--- config.mk ---
export PLATFORM = sky130hd
export DESIGN_NAME = line_follow_pid_steering_top
export DESIGN_NICKNAME = d
export VERILOG_FILES = /design/src/rtl/core/lfps_pkg.sv /design/src/rtl/core/line_follow_pid_steering_top.sv
export SDC_FILE = /design/constraint.sdc
export NUM_CORES = 2
export LEC_CHECK = 0
export BUFFER_PORTS_ARGS = -buffer_cell sky130_fd_sc_hd__buf_2
export CORE_AREA = 2 2 333 335
export CTS_CLUSTER_SIZE = 10
export DETAILED_ROUTE_END_ITERATION = 12
export DIE_AREA = 0 0 335 337
export PLACE_DENSITY = 0.85
export SETUP_SLACK_MARGIN = 0.05
export SLEW_MARGIN = 20
export SYNTH_ARGS = -nofsm -noshare
export SYNTH_HDL_FRONTEND = slang
export SYNTH_SLANG_ARGS = --single-unit
--- constraint.sdc ---
create_clock -name clk -period 13.98 [get_ports clk]
set_clock_uncertainty 0.05 [all_clocks]
set_input_delay 0 -clock clk [delete_from_list [all_inputs] [get_ports clk]]
set_output_delay 0 -clock clk [all_outputs]
set_load 0.01 [all_outputs]
--- src/rtl/core/lfps_pkg.sv ---
package lfps_pkg;

	// Field widths
	localparam int SENSOR_W = 8;
	localparam int ELAPSED_W = 16;
	localparam int GAIN_W = 32;
	localparam int SPEED_W = 15;
	localparam int PID_W = 15;
	localparam int DRIVE_W = 16;
	localparam int ERR_W = 8;
	localparam int INTEG_W = 32;

	// Packed stream widths
	localparam int S_DATA_W = 24;
	localparam int M_DATA_W = 48;

	// Configuration bus
	localparam int CFG_IDX_W = 2;
	localparam int CFG_DATA_W = 32;

	// Fixed-point limits
	localparam int I_LIMIT_Q16 = 13107;     // 0.2 in Q.16
	localparam int PID_LIMIT_Q16 = 32768;   // 0.5 in Q.16
	localparam int ONE_Q14 = 16384;         // 1.0 in Q2.14
	localparam int FRAC_Q14 = 14;

	// Derivative divider: magnitude of the 41-bit numerator
	localparam int DIV_STEPS = 40;
	localparam int DIV_CNT_W = 6;

	// Accumulator for P + I + D
	localparam int ACC_W = 43;

	typedef enum logic [CFG_IDX_W-1:0] {
		REG_PROP_GAIN  = 2'd0,
		REG_INTEG_GAIN = 2'd1,
		REG_DERIV_GAIN = 2'd2,
		REG_SPEED_MULT = 2'd3
	} reg_idx_t;

	typedef enum logic [11:0] {
		ST_IDLE     = 12'b0000_0000_0001,
		ST_MUL_P    = 12'b0000_0000_0010,
		ST_MUL_E    = 12'b0000_0000_0100,
		ST_SUM_I    = 12'b0000_0000_1000,
		ST_MUL_I    = 12'b0000_0001_0000,
		ST_MUL_D    = 12'b0000_0010_0000,
		ST_DIV_INIT = 12'b0000_0100_0000,
		ST_DIV      = 12'b0000_1000_0000,
		ST_PID      = 12'b0001_0000_0000,
		ST_MIX_L    = 12'b0010_0000_0000,
		ST_MIX_R    = 12'b0100_0000_0000,
		ST_DONE     = 12'b1000_0000_0000
	} state_t;

endpackage

--- src/rtl/core/line_follow_pid_steering_top.sv ---
// Line-following PID steering. Each input word carries the line sensor bits (tdata[7:0]) and the
// milliseconds since the last sample (tdata[23:8]); each output word carries the steering value
// and the left/right drives in Q2.14. One word is worked on at a time and s_tready is high only
// while the block is idle. A sample with zero elapsed time goes straight to the mix steps and
// leaves the PID state alone; any other sample runs the restoring divider, which produces one
// quotient bit per cycle for the derivative term, and makes six passes through the single shared
// 32x32 signed multiplier with the accumulate/clamp steps around it. A finished result waits in
// the output register while the next sample is accepted. Gains and speed are written over the cfg
// port (index 0 prop_gain, 1 integ_gain, 2 deriv_gain, 3 speed_multiplier); the user must write
// them only while the block is idle; the block itself does not enforce this.
module line_follow_pid_steering_top #(
	parameter int SENSOR_COUNT = 8
) (
	input  logic                             clk,
	input  logic                             arst_n,
	// configuration write channel
	input  logic                             cfg_valid,
	output logic                             cfg_ready,
	input  logic [lfps_pkg::CFG_IDX_W-1:0]   cfg_index,
	input  logic [lfps_pkg::CFG_DATA_W-1:0]  cfg_data,
	// sample stream
	input  logic                             s_tvalid,
	output logic                             s_tready,
	input  logic [lfps_pkg::S_DATA_W-1:0]    s_tdata,  // sensor_bits[7:0], elapsed_ms[23:8]
	// result stream
	output logic                             m_tvalid,
	input  logic                             m_tready,
	output logic [lfps_pkg::M_DATA_W-1:0]    m_tdata   // pid_value[14:0], left_drive[30:15],
	                                                    // right_drive[46:31], zero[47]
);
	import lfps_pkg::*;

	localparam int SENS_USED = (SENSOR_COUNT < SENSOR_W) ? SENSOR_COUNT : SENSOR_W;
	localparam int SENS_HALF = SENSOR_COUNT / 2;

	// Configuration registers
	logic signed [GAIN_W-1:0]  prop_gain_q;
	logic signed [GAIN_W-1:0]  integ_gain_q;
	logic signed [GAIN_W-1:0]  deriv_gain_q;
	logic        [SPEED_W-1:0] speed_q;

	// Controller state and sequencer
	state_t                     state_q;
	logic signed [INTEG_W-1:0]  integ_q;
	logic signed [ERR_W-1:0]    prev_err_q;
	logic [DIV_CNT_W-1:0]       cnt_q;

	// Per-word working registers
	logic signed [ERR_W-1:0]    err_q;
	logic [ELAPSED_W-1:0]       dt_q;
	logic signed [ACC_W-1:0]    acc_q;
	logic [DIV_STEPS-1:0]       num_q;
	logic [ELAPSED_W-1:0]       rem_q;
	logic                       neg_q;
	logic signed [PID_W-1:0]    pid_q;
	logic signed [DRIVE_W-1:0]  left_q;

	// Shared multiplier
	logic signed [GAIN_W-1:0]   mul_a;
	logic signed [GAIN_W-1:0]   mul_b;
	logic                       mul_en;
	logic signed [2*GAIN_W-1:0] prod_q;

	// Output register
	logic                       m_valid_q;
	logic signed [PID_W-1:0]    out_pid_q;
	logic signed [DRIVE_W-1:0]  out_left_q;
	logic signed [DRIVE_W-1:0]  out_right_q;

	// Combinational helpers
	logic signed [ERR_W-1:0]    err_in;
	logic signed [ERR_W:0]      delta;
	logic signed [INTEG_W:0]    integ_sum;
	logic signed [INTEG_W-1:0]  integ_sat;
	logic signed [15:0]         i_term;
	logic [ELAPSED_W:0]         rem_shift;
	logic [ELAPSED_W:0]         rem_diff;
	logic                       q_bit;
	logic signed [ACC_W-1:0]    d_term;
	logic signed [ACC_W-1:0]    total;
	logic signed [17:0]         total_c;
	logic signed [17:0]         mix_l;
	logic signed [17:0]         mix_r;
	logic signed [DRIVE_W-1:0]  drive_now;
	logic                       accept;
	logic                       out_free;

	// Scale a mix product back to Q2.14, truncating toward zero, and saturate
	function automatic logic signed [DRIVE_W-1:0] drive_of(input logic signed [2*GAIN_W-1:0] p);
		logic signed [2*GAIN_W-1:0] adj;
		logic signed [2*GAIN_W-1:0] q;
		adj = p + (p[2*GAIN_W-1] ? 64'(ONE_Q14 - 1) : 64'sd0);
		q = adj >>> FRAC_Q14;
		if (q > 64'(ONE_Q14)) begin
			return DRIVE_W'(ONE_Q14);
		end else if (q < -64'(ONE_Q14)) begin
			return DRIVE_W'(-ONE_Q14);
		end else begin
			return q[DRIVE_W-1:0];
		end
	endfunction

	// Mix term min(k*4p + 1, 1) in Q2.14
	function automatic logic signed [17:0] mix_of(input logic signed [PID_W-1:0] p,
	                                              input logic neg);
		logic signed [17:0] p4;
		logic signed [17:0] m;
		p4 = 18'(p) <<< 2;
		m = neg ? (18'(ONE_Q14) - p4) : (18'(ONE_Q14) + p4);
		return (m > 18'(ONE_Q14)) ? 18'(ONE_Q14) : m;
	endfunction

	assign cfg_ready = 1'b1;
	assign s_tready = (state_q == ST_IDLE);
	assign accept = s_tvalid && s_tready;
	assign out_free = !m_valid_q || m_tready;

	assign m_tvalid = m_valid_q;
	assign m_tdata = {1'b0, out_right_q, out_left_q, out_pid_q};

	// Line position from the sensor word; error is its negation
	always_comb begin
		logic signed [ERR_W-1:0] pos;
		pos = '0;
		for (int i = 0; i < SENS_USED; i++) begin
			if (s_tdata[i]) begin
				pos = pos + ERR_W'(i - SENS_HALF);
			end
		end
		err_in = -pos;
	end

	// Integral update with 32-bit saturation; err*dt product fits in 33 bits
	assign integ_sum = {integ_q[INTEG_W-1], integ_q} + prod_q[INTEG_W:0];
	always_comb begin
		if (integ_sum[INTEG_W] != integ_sum[INTEG_W-1]) begin
			integ_sat = integ_sum[INTEG_W] ? {1'b1, {(INTEG_W-1){1'b0}}}
			                               : {1'b0, {(INTEG_W-1){1'b1}}};
		end else begin
			integ_sat = integ_sum[INTEG_W-1:0];
		end
	end

	// I term clamp to +-0.2
	always_comb begin
		if (prod_q > 64'(I_LIMIT_Q16)) begin
			i_term = 16'(I_LIMIT_Q16);
		end else if (prod_q < -64'(I_LIMIT_Q16)) begin
			i_term = 16'(-I_LIMIT_Q16);
		end else begin
			i_term = prod_q[15:0];
		end
	end

	assign delta = {err_q[ERR_W-1], err_q} - {prev_err_q[ERR_W-1], prev_err_q};

	// One restoring-division step
	assign rem_shift = {rem_q, num_q[DIV_STEPS-1]};
	assign rem_diff = rem_shift - {1'b0, dt_q};
	assign q_bit = !rem_diff[ELAPSED_W];

	// Final PID sum, clamp to +-0.5, floor to Q2.14
	assign d_term = neg_q ? -ACC_W'({3'b000, num_q}) : ACC_W'({3'b000, num_q});
	assign total = acc_q + d_term;
	always_comb begin
		if (total > ACC_W'(PID_LIMIT_Q16)) begin
			total_c = 18'(PID_LIMIT_Q16);
		end else if (total < -ACC_W'(PID_LIMIT_Q16)) begin
			total_c = 18'(-PID_LIMIT_Q16);
		end else begin
			total_c = total[17:0];
		end
	end

	assign mix_l = mix_of(pid_q, 1'b1);
	assign mix_r = mix_of(pid_q, 1'b0);
	assign drive_now = drive_of(prod_q);

	// Operand select for the shared multiplier
	always_comb begin
		mul_en = 1'b1;
		mul_a = '0;
		mul_b = '0;
		case (state_q)
			ST_MUL_P: begin
				mul_a = GAIN_W'(err_q);
				mul_b = prop_gain_q;
			end
			ST_MUL_E: begin
				mul_a = GAIN_W'(err_q);
				mul_b = GAIN_W'({1'b0, dt_q});
			end
			ST_MUL_I: begin
				mul_a = integ_gain_q;
				mul_b = integ_q;
			end
			ST_MUL_D: begin
				mul_a = deriv_gain_q;
				mul_b = GAIN_W'(delta);
			end
			ST_MIX_L: begin
				mul_a = GAIN_W'(mix_l);
				mul_b = GAIN_W'({1'b0, speed_q});
			end
			ST_MIX_R: begin
				mul_a = GAIN_W'(mix_r);
				mul_b = GAIN_W'({1'b0, speed_q});
			end
			default: begin
				mul_en = 1'b0;
			end
		endcase
	end

	always_ff @(posedge clk) begin
		if (mul_en) begin
			prod_q <= mul_a * mul_b;
		end
	end

	// Configuration writes
	always_ff @(posedge clk or negedge arst_n) begin
		if (!arst_n) begin
			prop_gain_q <= '0;
			integ_gain_q <= '0;
			deriv_gain_q <= '0;
			speed_q <= SPEED_W'(ONE_Q14);
		end else if (cfg_valid && cfg_ready) begin
			case (reg_idx_t'(cfg_index))
				REG_PROP_GAIN:  prop_gain_q <= cfg_data;
				REG_INTEG_GAIN: integ_gain_q <= cfg_data;
				REG_DERIV_GAIN: deriv_gain_q <= cfg_data;
				REG_SPEED_MULT: speed_q <= cfg_data[SPEED_W-1:0];
				default: ;
			endcase
		end
	end

	// Output valid: set when a result is loaded, cleared when it is taken
	always_ff @(posedge clk or negedge arst_n) begin
		if (!arst_n) begin
			m_valid_q <= 1'b0;
		end else if (state_q == ST_DONE && out_free) begin
			m_valid_q <= 1'b1;
		end else if (m_tready) begin
			m_valid_q <= 1'b0;
		end
	end

	// Sequencer and controller state
	always_ff @(posedge clk or negedge arst_n) begin
		if (!arst_n) begin
			state_q <= ST_IDLE;
			integ_q <= '0;
			prev_err_q <= '0;
			cnt_q <= '0;
		end else begin
			case (state_q)
				ST_IDLE: begin
					if (accept) begin
						state_q <= (s_tdata[S_DATA_W-1:SENSOR_W] == '0) ? ST_MIX_L : ST_MUL_P;
					end
				end
				ST_MUL_P:    state_q <= ST_MUL_E;
				ST_MUL_E:    state_q <= ST_SUM_I;
				ST_SUM_I: begin
					integ_q <= integ_sat;
					state_q <= ST_MUL_I;
				end
				ST_MUL_I:    state_q <= ST_MUL_D;
				ST_MUL_D:    state_q <= ST_DIV_INIT;
				ST_DIV_INIT: begin
					prev_err_q <= err_q;
					cnt_q <= '0;
					state_q <= ST_DIV;
				end
				ST_DIV: begin
					cnt_q <= cnt_q + 1'b1;
					if (cnt_q == DIV_CNT_W'(DIV_STEPS - 1)) begin
						state_q <= ST_PID;
					end
				end
				ST_PID:      state_q <= ST_MIX_L;
				ST_MIX_L:    state_q <= ST_MIX_R;
				ST_MIX_R:    state_q <= ST_DONE;
				ST_DONE: begin
					if (out_free) begin
						state_q <= ST_IDLE;
					end
				end
				default:     state_q <= ST_IDLE;
			endcase
		end
	end

	// Datapath words
	always_ff @(posedge clk) begin
		case (state_q)
			ST_IDLE: begin
				if (accept) begin
					err_q <= err_in;
					dt_q <= s_tdata[S_DATA_W-1:SENSOR_W];
					pid_q <= '0;
				end
			end
			ST_MUL_E: begin
				acc_q <= prod_q[ACC_W-1:0];
			end
			ST_MUL_D: begin
				acc_q <= acc_q + ACC_W'(i_term);
			end
			ST_DIV_INIT: begin
				neg_q <= prod_q[2*GAIN_W-1];
				num_q <= prod_q[2*GAIN_W-1] ? DIV_STEPS'(-prod_q) : prod_q[DIV_STEPS-1:0];
				rem_q <= '0;
			end
			ST_DIV: begin
				rem_q <= q_bit ? rem_diff[ELAPSED_W-1:0] : rem_shift[ELAPSED_W-1:0];
				num_q <= {num_q[DIV_STEPS-2:0], q_bit};
			end
			ST_PID: begin
				pid_q <= PID_W'(total_c >>> 2);
			end
			ST_MIX_R: begin
				left_q <= drive_now;
			end
			ST_DONE: begin
				if (out_free) begin
					out_pid_q <= pid_q;
					out_left_q <= left_q;
					out_right_q <= drive_now;
				end
			end
			default: ;
		endcase
	end

`ifndef SYNTH
	// Steering value stays within +-0.5
	a_pid_range: assert property (@(posedge clk) disable iff (!arst_n)
		m_valid_q |-> (out_pid_q >= -PID_W'(8192) && out_pid_q <= PID_W'(8192)))
		else $error("pid_value out of range");

	// Centered steering drives both wheels alike
	a_pid_zero_sym: assert property (@(posedge clk) disable iff (!arst_n)
		(m_valid_q && out_pid_q == '0) |-> (out_left_q == out_right_q))
		else $error("drives differ at zero steering");

	// A word with no elapsed time leaves the integral alone
	a_zero_dt_hold: assert property (@(posedge clk) disable iff (!arst_n)
		(accept && s_tdata[S_DATA_W-1:SENSOR_W] == '0) |=> $stable(integ_q))
		else $error("integral changed on zero elapsed time");

	// Divider step count stays in range
	a_div_cnt: assert property (@(posedge clk) disable iff (!arst_n)
		(state_q == ST_DIV) |-> (cnt_q < DIV_CNT_W'(DIV_STEPS)))
		else $error("divider counter overrun");

	// A result appears only out of the final sequencer step
	a_valid_src: assert property (@(posedge clk) disable iff (!arst_n)
		$rose(m_valid_q) |-> $past(state_q == ST_DONE))
		else $error("result raised outside final step");
`endif

endmodule

======== Word level (Yosys, flattened, before mapping) ========
Index checks and enable logic that the tools add are counted.
storage, ports and cells
  latch bits .............................. 0
  memories ................................ 0
  logic and storage cells ................. 127
  input port bits ......................... 63
  output and inout port bits .............. 51
  ROM bits ................................ 0
  bits in registers ....................... 436
  bits in writable memories ............... 0
operators by class
  divide/modulo/power cells ............... 0
  equal/unequal tests ..................... 20
  reduce and logical (&&, ||, !) cells .... 22
  add/sub/neg operators ................... 18
  shift operators ......................... 0
  order comparisons ....................... 8
  $mul .................................... 1
  multiplexer cells ....................... 37
  bitwise logic cells ..................... 0
operator list
  operator                                                                           number
  32-bit one-hot mux with 5 select lines                                             2
  12-bit one-hot mux with 12 select lines                                            1
  43-bit one-hot mux with 2 select lines                                             1
  16-bit 2-to-1 mux                                                                  5
  40-bit one-hot mux with 2 select lines                                             1
  64-bit by 15-bit adder with 64-bit output                                          1
  64-bit by 15-bit greater-than comparator with 1-bit output, second input constant  1
  64-bit by 15-bit less-than comparator with 1-bit output, second input constant     1
  32-bit by 32-bit multiplier with 64-bit output                                     1
  32-bit 2-to-1 mux                                                                  2
  8-bit 2-to-1 mux                                                                   7
  50-bit by 16-bit greater-than comparator with 1-bit output, second input constant  1
  50-bit by 15-bit less-than comparator with 1-bit output, second input constant     1
  43-bit by 16-bit adder with 43-bit output                                          1
  43-bit adder                                                                       1
  43-bit by 17-bit greater-than comparator with 1-bit output, second input constant  1
  43-bit by 16-bit less-than comparator with 1-bit output, second input constant     1
  43-bit 2-to-1 mux                                                                  1
  40-bit negator with 43-bit output                                                  1
  40-bit 2-to-1 mux                                                                  1
  40-bit negator                                                                     1
  18-bit by 16-bit greater-than comparator with 1-bit output, second input constant  2
  12-bit 2-to-1 mux                                                                  3
  18-bit 2-to-1 mux                                                                  2
  other kinds (46)                                                                   66

======== Logic depth before layout (Yosys ltp) ========
  word-level depth ........................ 14
  mapped depth ............................ 43
  depth with buffers taken out ............ 40

======== Worst setup path before layout ========
No wires, ideal clock.
  kind .................................... register -> register
  start ................................... register pid_q[1]
  end ..................................... register prod_q[58] (data pin)
  library setup time ...................... 0.265 ns
  slack ................................... 3.436 ns
  path buffers ............................ 3
  period minus slack after synthesis ...... 10.544 ns
  cell stages (with the launch flop) ...... 40
  arrival time ............................ 10.229 ns
  cell sequence ........................... edfxtp_1 -> inv_1 -> ha_1 -> nor4b_2 -> nand3b_1 -> or2_1 -> o21ai_0 -> a21oi_1 -> o32a_1 -> or3_1 -> buf_2 -> or3_1 -> and3_1 -> buf_2 -> buf_2 -> nor2_1 -> fa_1 -> fa_1 -> [4 not listed] -> fa_1 -> fa_1 -> fa_1 -> inv_1 -> fa_1 -> inv_1 -> ha_1 -> o21a_1 -> a21oi_1 -> o211ai_1 -> o21a_1 -> o41ai_1 -> o221ai_1 -> o21a_1 -> a41o_1 -> a21oi_1 -> o21ai_0 -> xor2_1
between the ends
  cells in the longest elaborated chain, start to end .. 5
ends and longest elaborated chain
  what                                                                                                         RTL line                             source
  start: declaration                                                                                           line_follow_pid_steering_top.sv:55   logic signed [PID_W-1:0] pid_q;
  start signal: assignment                                                                                     line_follow_pid_steering_top.sv:322  pid_q <= PID_W'(total_c >>> 2);
  16-bit by 17-bit adder with 18-bit output or 16-bit by 17-bit subtractor with 18-bit output (tied branches)  --
  18-bit by 16-bit greater-than comparator with 1-bit output                                                   line_follow_pid_steering_top.sv:110  return (m > 18'(ONE_Q14)) ? 18'(ONE_Q14) : m;
  18-bit 2-to-1 mux                                                                                            line_follow_pid_steering_top.sv:110
  32-bit one-hot mux with 5 select lines *                                                                     line_follow_pid_steering_top.sv:184  case (state_q)
  32-bit by 32-bit multiplier with 64-bit output *                                                             line_follow_pid_steering_top.sv:217  prod_q <= mul_a * mul_b;
  end signal: assignment                                                                                       line_follow_pid_steering_top.sv:217
  end: declaration                                                                                             line_follow_pid_steering_top.sv:62   logic signed [2*GAIN_W-1:0] prod_q;
Every way passes the cells marked *; elsewhere a longest branch is shown, timed or not.
A chain may end at the register's enable or synchronous reset.

======== Worst setup path in the final report ========
  start ................................... register state_q[4]
  end ..................................... register prod_q[58] (data pin)
between the ends
  cells in the longest elaborated chain, start to end .. 4
ends and longest elaborated chain
  what                                                               RTL line                             source
  start: declaration                                                 line_follow_pid_steering_top.sv:43   state_t state_q;
  start signal: assignment                                           line_follow_pid_steering_top.sv:261  state_q <= (s_tdata[S_DATA_W-1:SENSOR_W] == '0) ? ST_MIX_L : ST_MUL_P;
  12-bit by 3-bit == test with 1-bit output (tied with other cells)  line_follow_pid_steering_top.sv:184
  2-bit OR reduction (no line)                                       --
  32-bit one-hot mux with 5 select lines                             line_follow_pid_steering_top.sv:184
  32-bit by 32-bit multiplier with 64-bit output *                   line_follow_pid_steering_top.sv:217
Marked as above.

==> metrics.cfg <==
[synthesis]
synth_top_family_by_area = adder cells
synthCells = 7073
yosysTopAreaCell = fa_1
synth_cell_types = 96
syn-cell-area_um2 = 64950
synth.top_cell.area_share_pct = 33.51
synth_nets = 8577
synth-adder-area-share_pct = 40.33
ys_warn_count = 0
synth_seq_cells = 436
synth_mux_area_share_pct = 2.418
synth_xor_area_share_pct = 4.194
syn_avg_cell_area_um2 = 9.182
seq_area_frac_synth_pct = 18.85
yosys.area_share.simple_pct = 14.52
yosys_most_used_dff = edfxtp_1
yosys-top-cells-area = fa_1, edfxtp_1, inv_1
async_reset_ff_share_pct = 38.99
synth_compound_area_share_pct = 10.66
synth_edf_count = 266

[flow_run]
drv_cap = 0

[setup_path]
reg2reg_depth = 32
critPathMaxFanout = 30
critPathCaptureType = flip-flop
cp.required_ns = 14.28
critPathArrivalTime_ns = 12.79
reg2reg_slack_ns = 1.49
startpoint_type = flip-flop
critical-path-max-stage-delay_ns = 0.94
crit_slowest_cell = a221o_1
path_class = reg -> reg
cpMostUsedCell = fa_1

[cts]
post_cts_buffers = 0
cts_max_path_buffers = 3
clk_latency_ns = 0.65
cts_made_buffers = 52
clk_pin_slew_ns = 0.06
cts-root-buf = clkbuf_16
htreeDepth = 2
cts_tree = yes
clkSinkCount = 436

[sta]
fmax_ghz = 0.08007
fin_hold_ws_ns = -0.01414
min_period_ns = 12.49
worst_slew_pin_slew_ns = 1.240
fin_crit_sh_pct = 89.34
rsz0062_at_grt = false
slew_viol_final = 0
tns_ns = 0
slew_headroom_pct = 17.32
final-setup-viol-count = 0
hold_violations = 15

[placement]
postPlaceCellArea_um2 = 67170
port_buffers = 110
place_congestion = 1.063
dp_hpwl_mm = 160.3

[power_and_ir_drop]
powerDensity_nw_per_um2 = 104.2
p_leak_nw = 32.80
peakVddDrop_uv = 109.0

[routing]
dr.pass1.iters = 9
drt_wl_total_mm = 207.9
routed_via_density = 6.312
wl_per_cell_um = 24.32
vias = 53960
drc = 0
first_iter_violations = 6287
ant_nets = 0

[outcome]
status = finished with violations
violations = negative hold slack

[die]
fp.coreArea_um2 = 109600
die_h_um = 337
start_util_pct = 59.26
fp.dieW_um = 335
die-area_um2 = 112900
num_rows = 122
pin_count = 114

[cells_and_area]
finalNetCount = 8592
final_design_area_no_fill_um2 = 69280
area_delta_synth_final_pct = 6.673
mostFrequentLayoutCells = inv_1, fa_1, nand2_1
drive_gt1_share_pct = 7.499
final_core_util_pct = 63.21
layout_commonest_cell = inv_1

[global_route]
grt_pass1_wl_mm = 320.8
grt_overflow_total = 0
grt_start_max_net_pins = 97
antenna_found_initial = 9
grt_pass1_vias = 56470
grt_usage_pct = 37.59

[min_path]
hp-class = in -> async

stage by stage:
stage | total power [mW] | std cells | setup WS, ns
global placement | 5.566 | 8407 | 2.029
detailed placement | 5.701 | 8407 | 1.763
global route | 7.559 | 8548 | 1.224
CTS | 7.034 | 8547 | 1.685
finish | 7.222 | 8549 | 1.490
floorplan | 4.362 | 7073 | 3.436
what timing repair did:
action | 4_1_cts | 5_1_grt
resized for setup | 0 | 0
hold buffers | 53 | 0
endpoints found under the hold margin | 232 | 0
worst max-delay path, delay by kind of cell (launching register included):
family | cells | cell delay, ns
AO/OA/AOI/OAI | 10 | 3.46
XOR/XNOR | 1 | 0.17
adder cells (fa/ha/maj) | 9 | 4.78
buffers and inverters | 7 | 1.62
flip-flops | 1 | 0.45
AND/OR/NAND/NOR | 5 | 1.62
sequential cells by signal, summed over array words and instances, names as in the netlist, 6 cells and up:
register      count
prod_q           64
acc_q            43
num_q            40
deriv_gain_q     32
integ_gain_q     32
integ_q          32
prop_gain_q      32
dt_q             16
left_q           16
out_left_q       16
out_right_q      16
rem_q            16
out_pid_q        15
pid_q            15
speed_q          15
state_q          12
err_q             8
prev_err_q        8
cnt_q             6
metal layers:
| metal | track usage, % | vias to the layer above | wire length [µm] |
|---|---|---|---|
| met1 | 43.78 | 26360 | 68780 |
| met4 | 29.43 | 8 | 20580 |
| li1 | - | 22740 | - |
| met5 | 0 | - | 53 |
| met2 | 57.98 | 3714 | 90990 |
| met3 | 11.79 | 1136 | 27470 |
worst paths after layout:
kind | from | endpoint
worst max-delay path | state_q[4]$_DFFE_PN0P_ | prod_q[58]$_DFFE_PN_
worst min-delay path | arst_n | prop_gain_q[27]$_DFFE_PN0P_
worst max register to register | state_q[4]$_DFFE_PN0P_ | prod_q[58]$_DFFE_PN_
worst min register to register | left_q[0]$_DFFE_PP_ | out_left_q[0]$_DFFE_PP_
max in group asynchronous | arst_n | integ_q[13]$_DFFE_PN0P_
min in group clk | s_tdata[10] | dt_q[2]$_DFFE_PP_
logic make-up after synthesis:
kind of cell    Yosys count
mux                     142
flops                   436
fa+ha+maj              1441
xor+xnor                311
other cells               2
buf+inv                1537
simple gates           2157
compound gates         1047
cell usage after synthesis, drive strengths merged, types with 119 or more instances:
| cell | instances |
|---|---|
| inv | 1197 |
| fa | 1087 |
| nand2 | 847 |
| nor2 | 785 |
| ha | 354 |
| o21ai | 277 |
| clkbuf | 268 |
| edfxtp | 266 |
| a21oi | 241 |
| xnor2 | 184 |
| dfrtp | 168 |
| xor2 | 127 |
| mux2 | 119 |
cell type report:
type / instances / area, µm²
antenna: 2 / 5.005
clock buffer: 79 / 1424
clock inverter: 8 / 147.6
fill: 8536 / 40320
inverter: 1198 / 4497
multi-input combinational: 5100 / 47050
sequential: 436 / 12240
tap: 1426 / 1784
timing repair buffer: 300 / 2128
where the power goes:
part / leakage, nW / internal (mW) / switching, mW / total (mW)
Sequential: 4.57 / 1.65 / 0.377 / 2.03
Combinational: 27.5 / 1.32 / 2.56 / 3.89
Clock: 0.751 / 0.738 / 0.570 / 1.31
No activity file was read; power rests on OpenSTA's default activity.
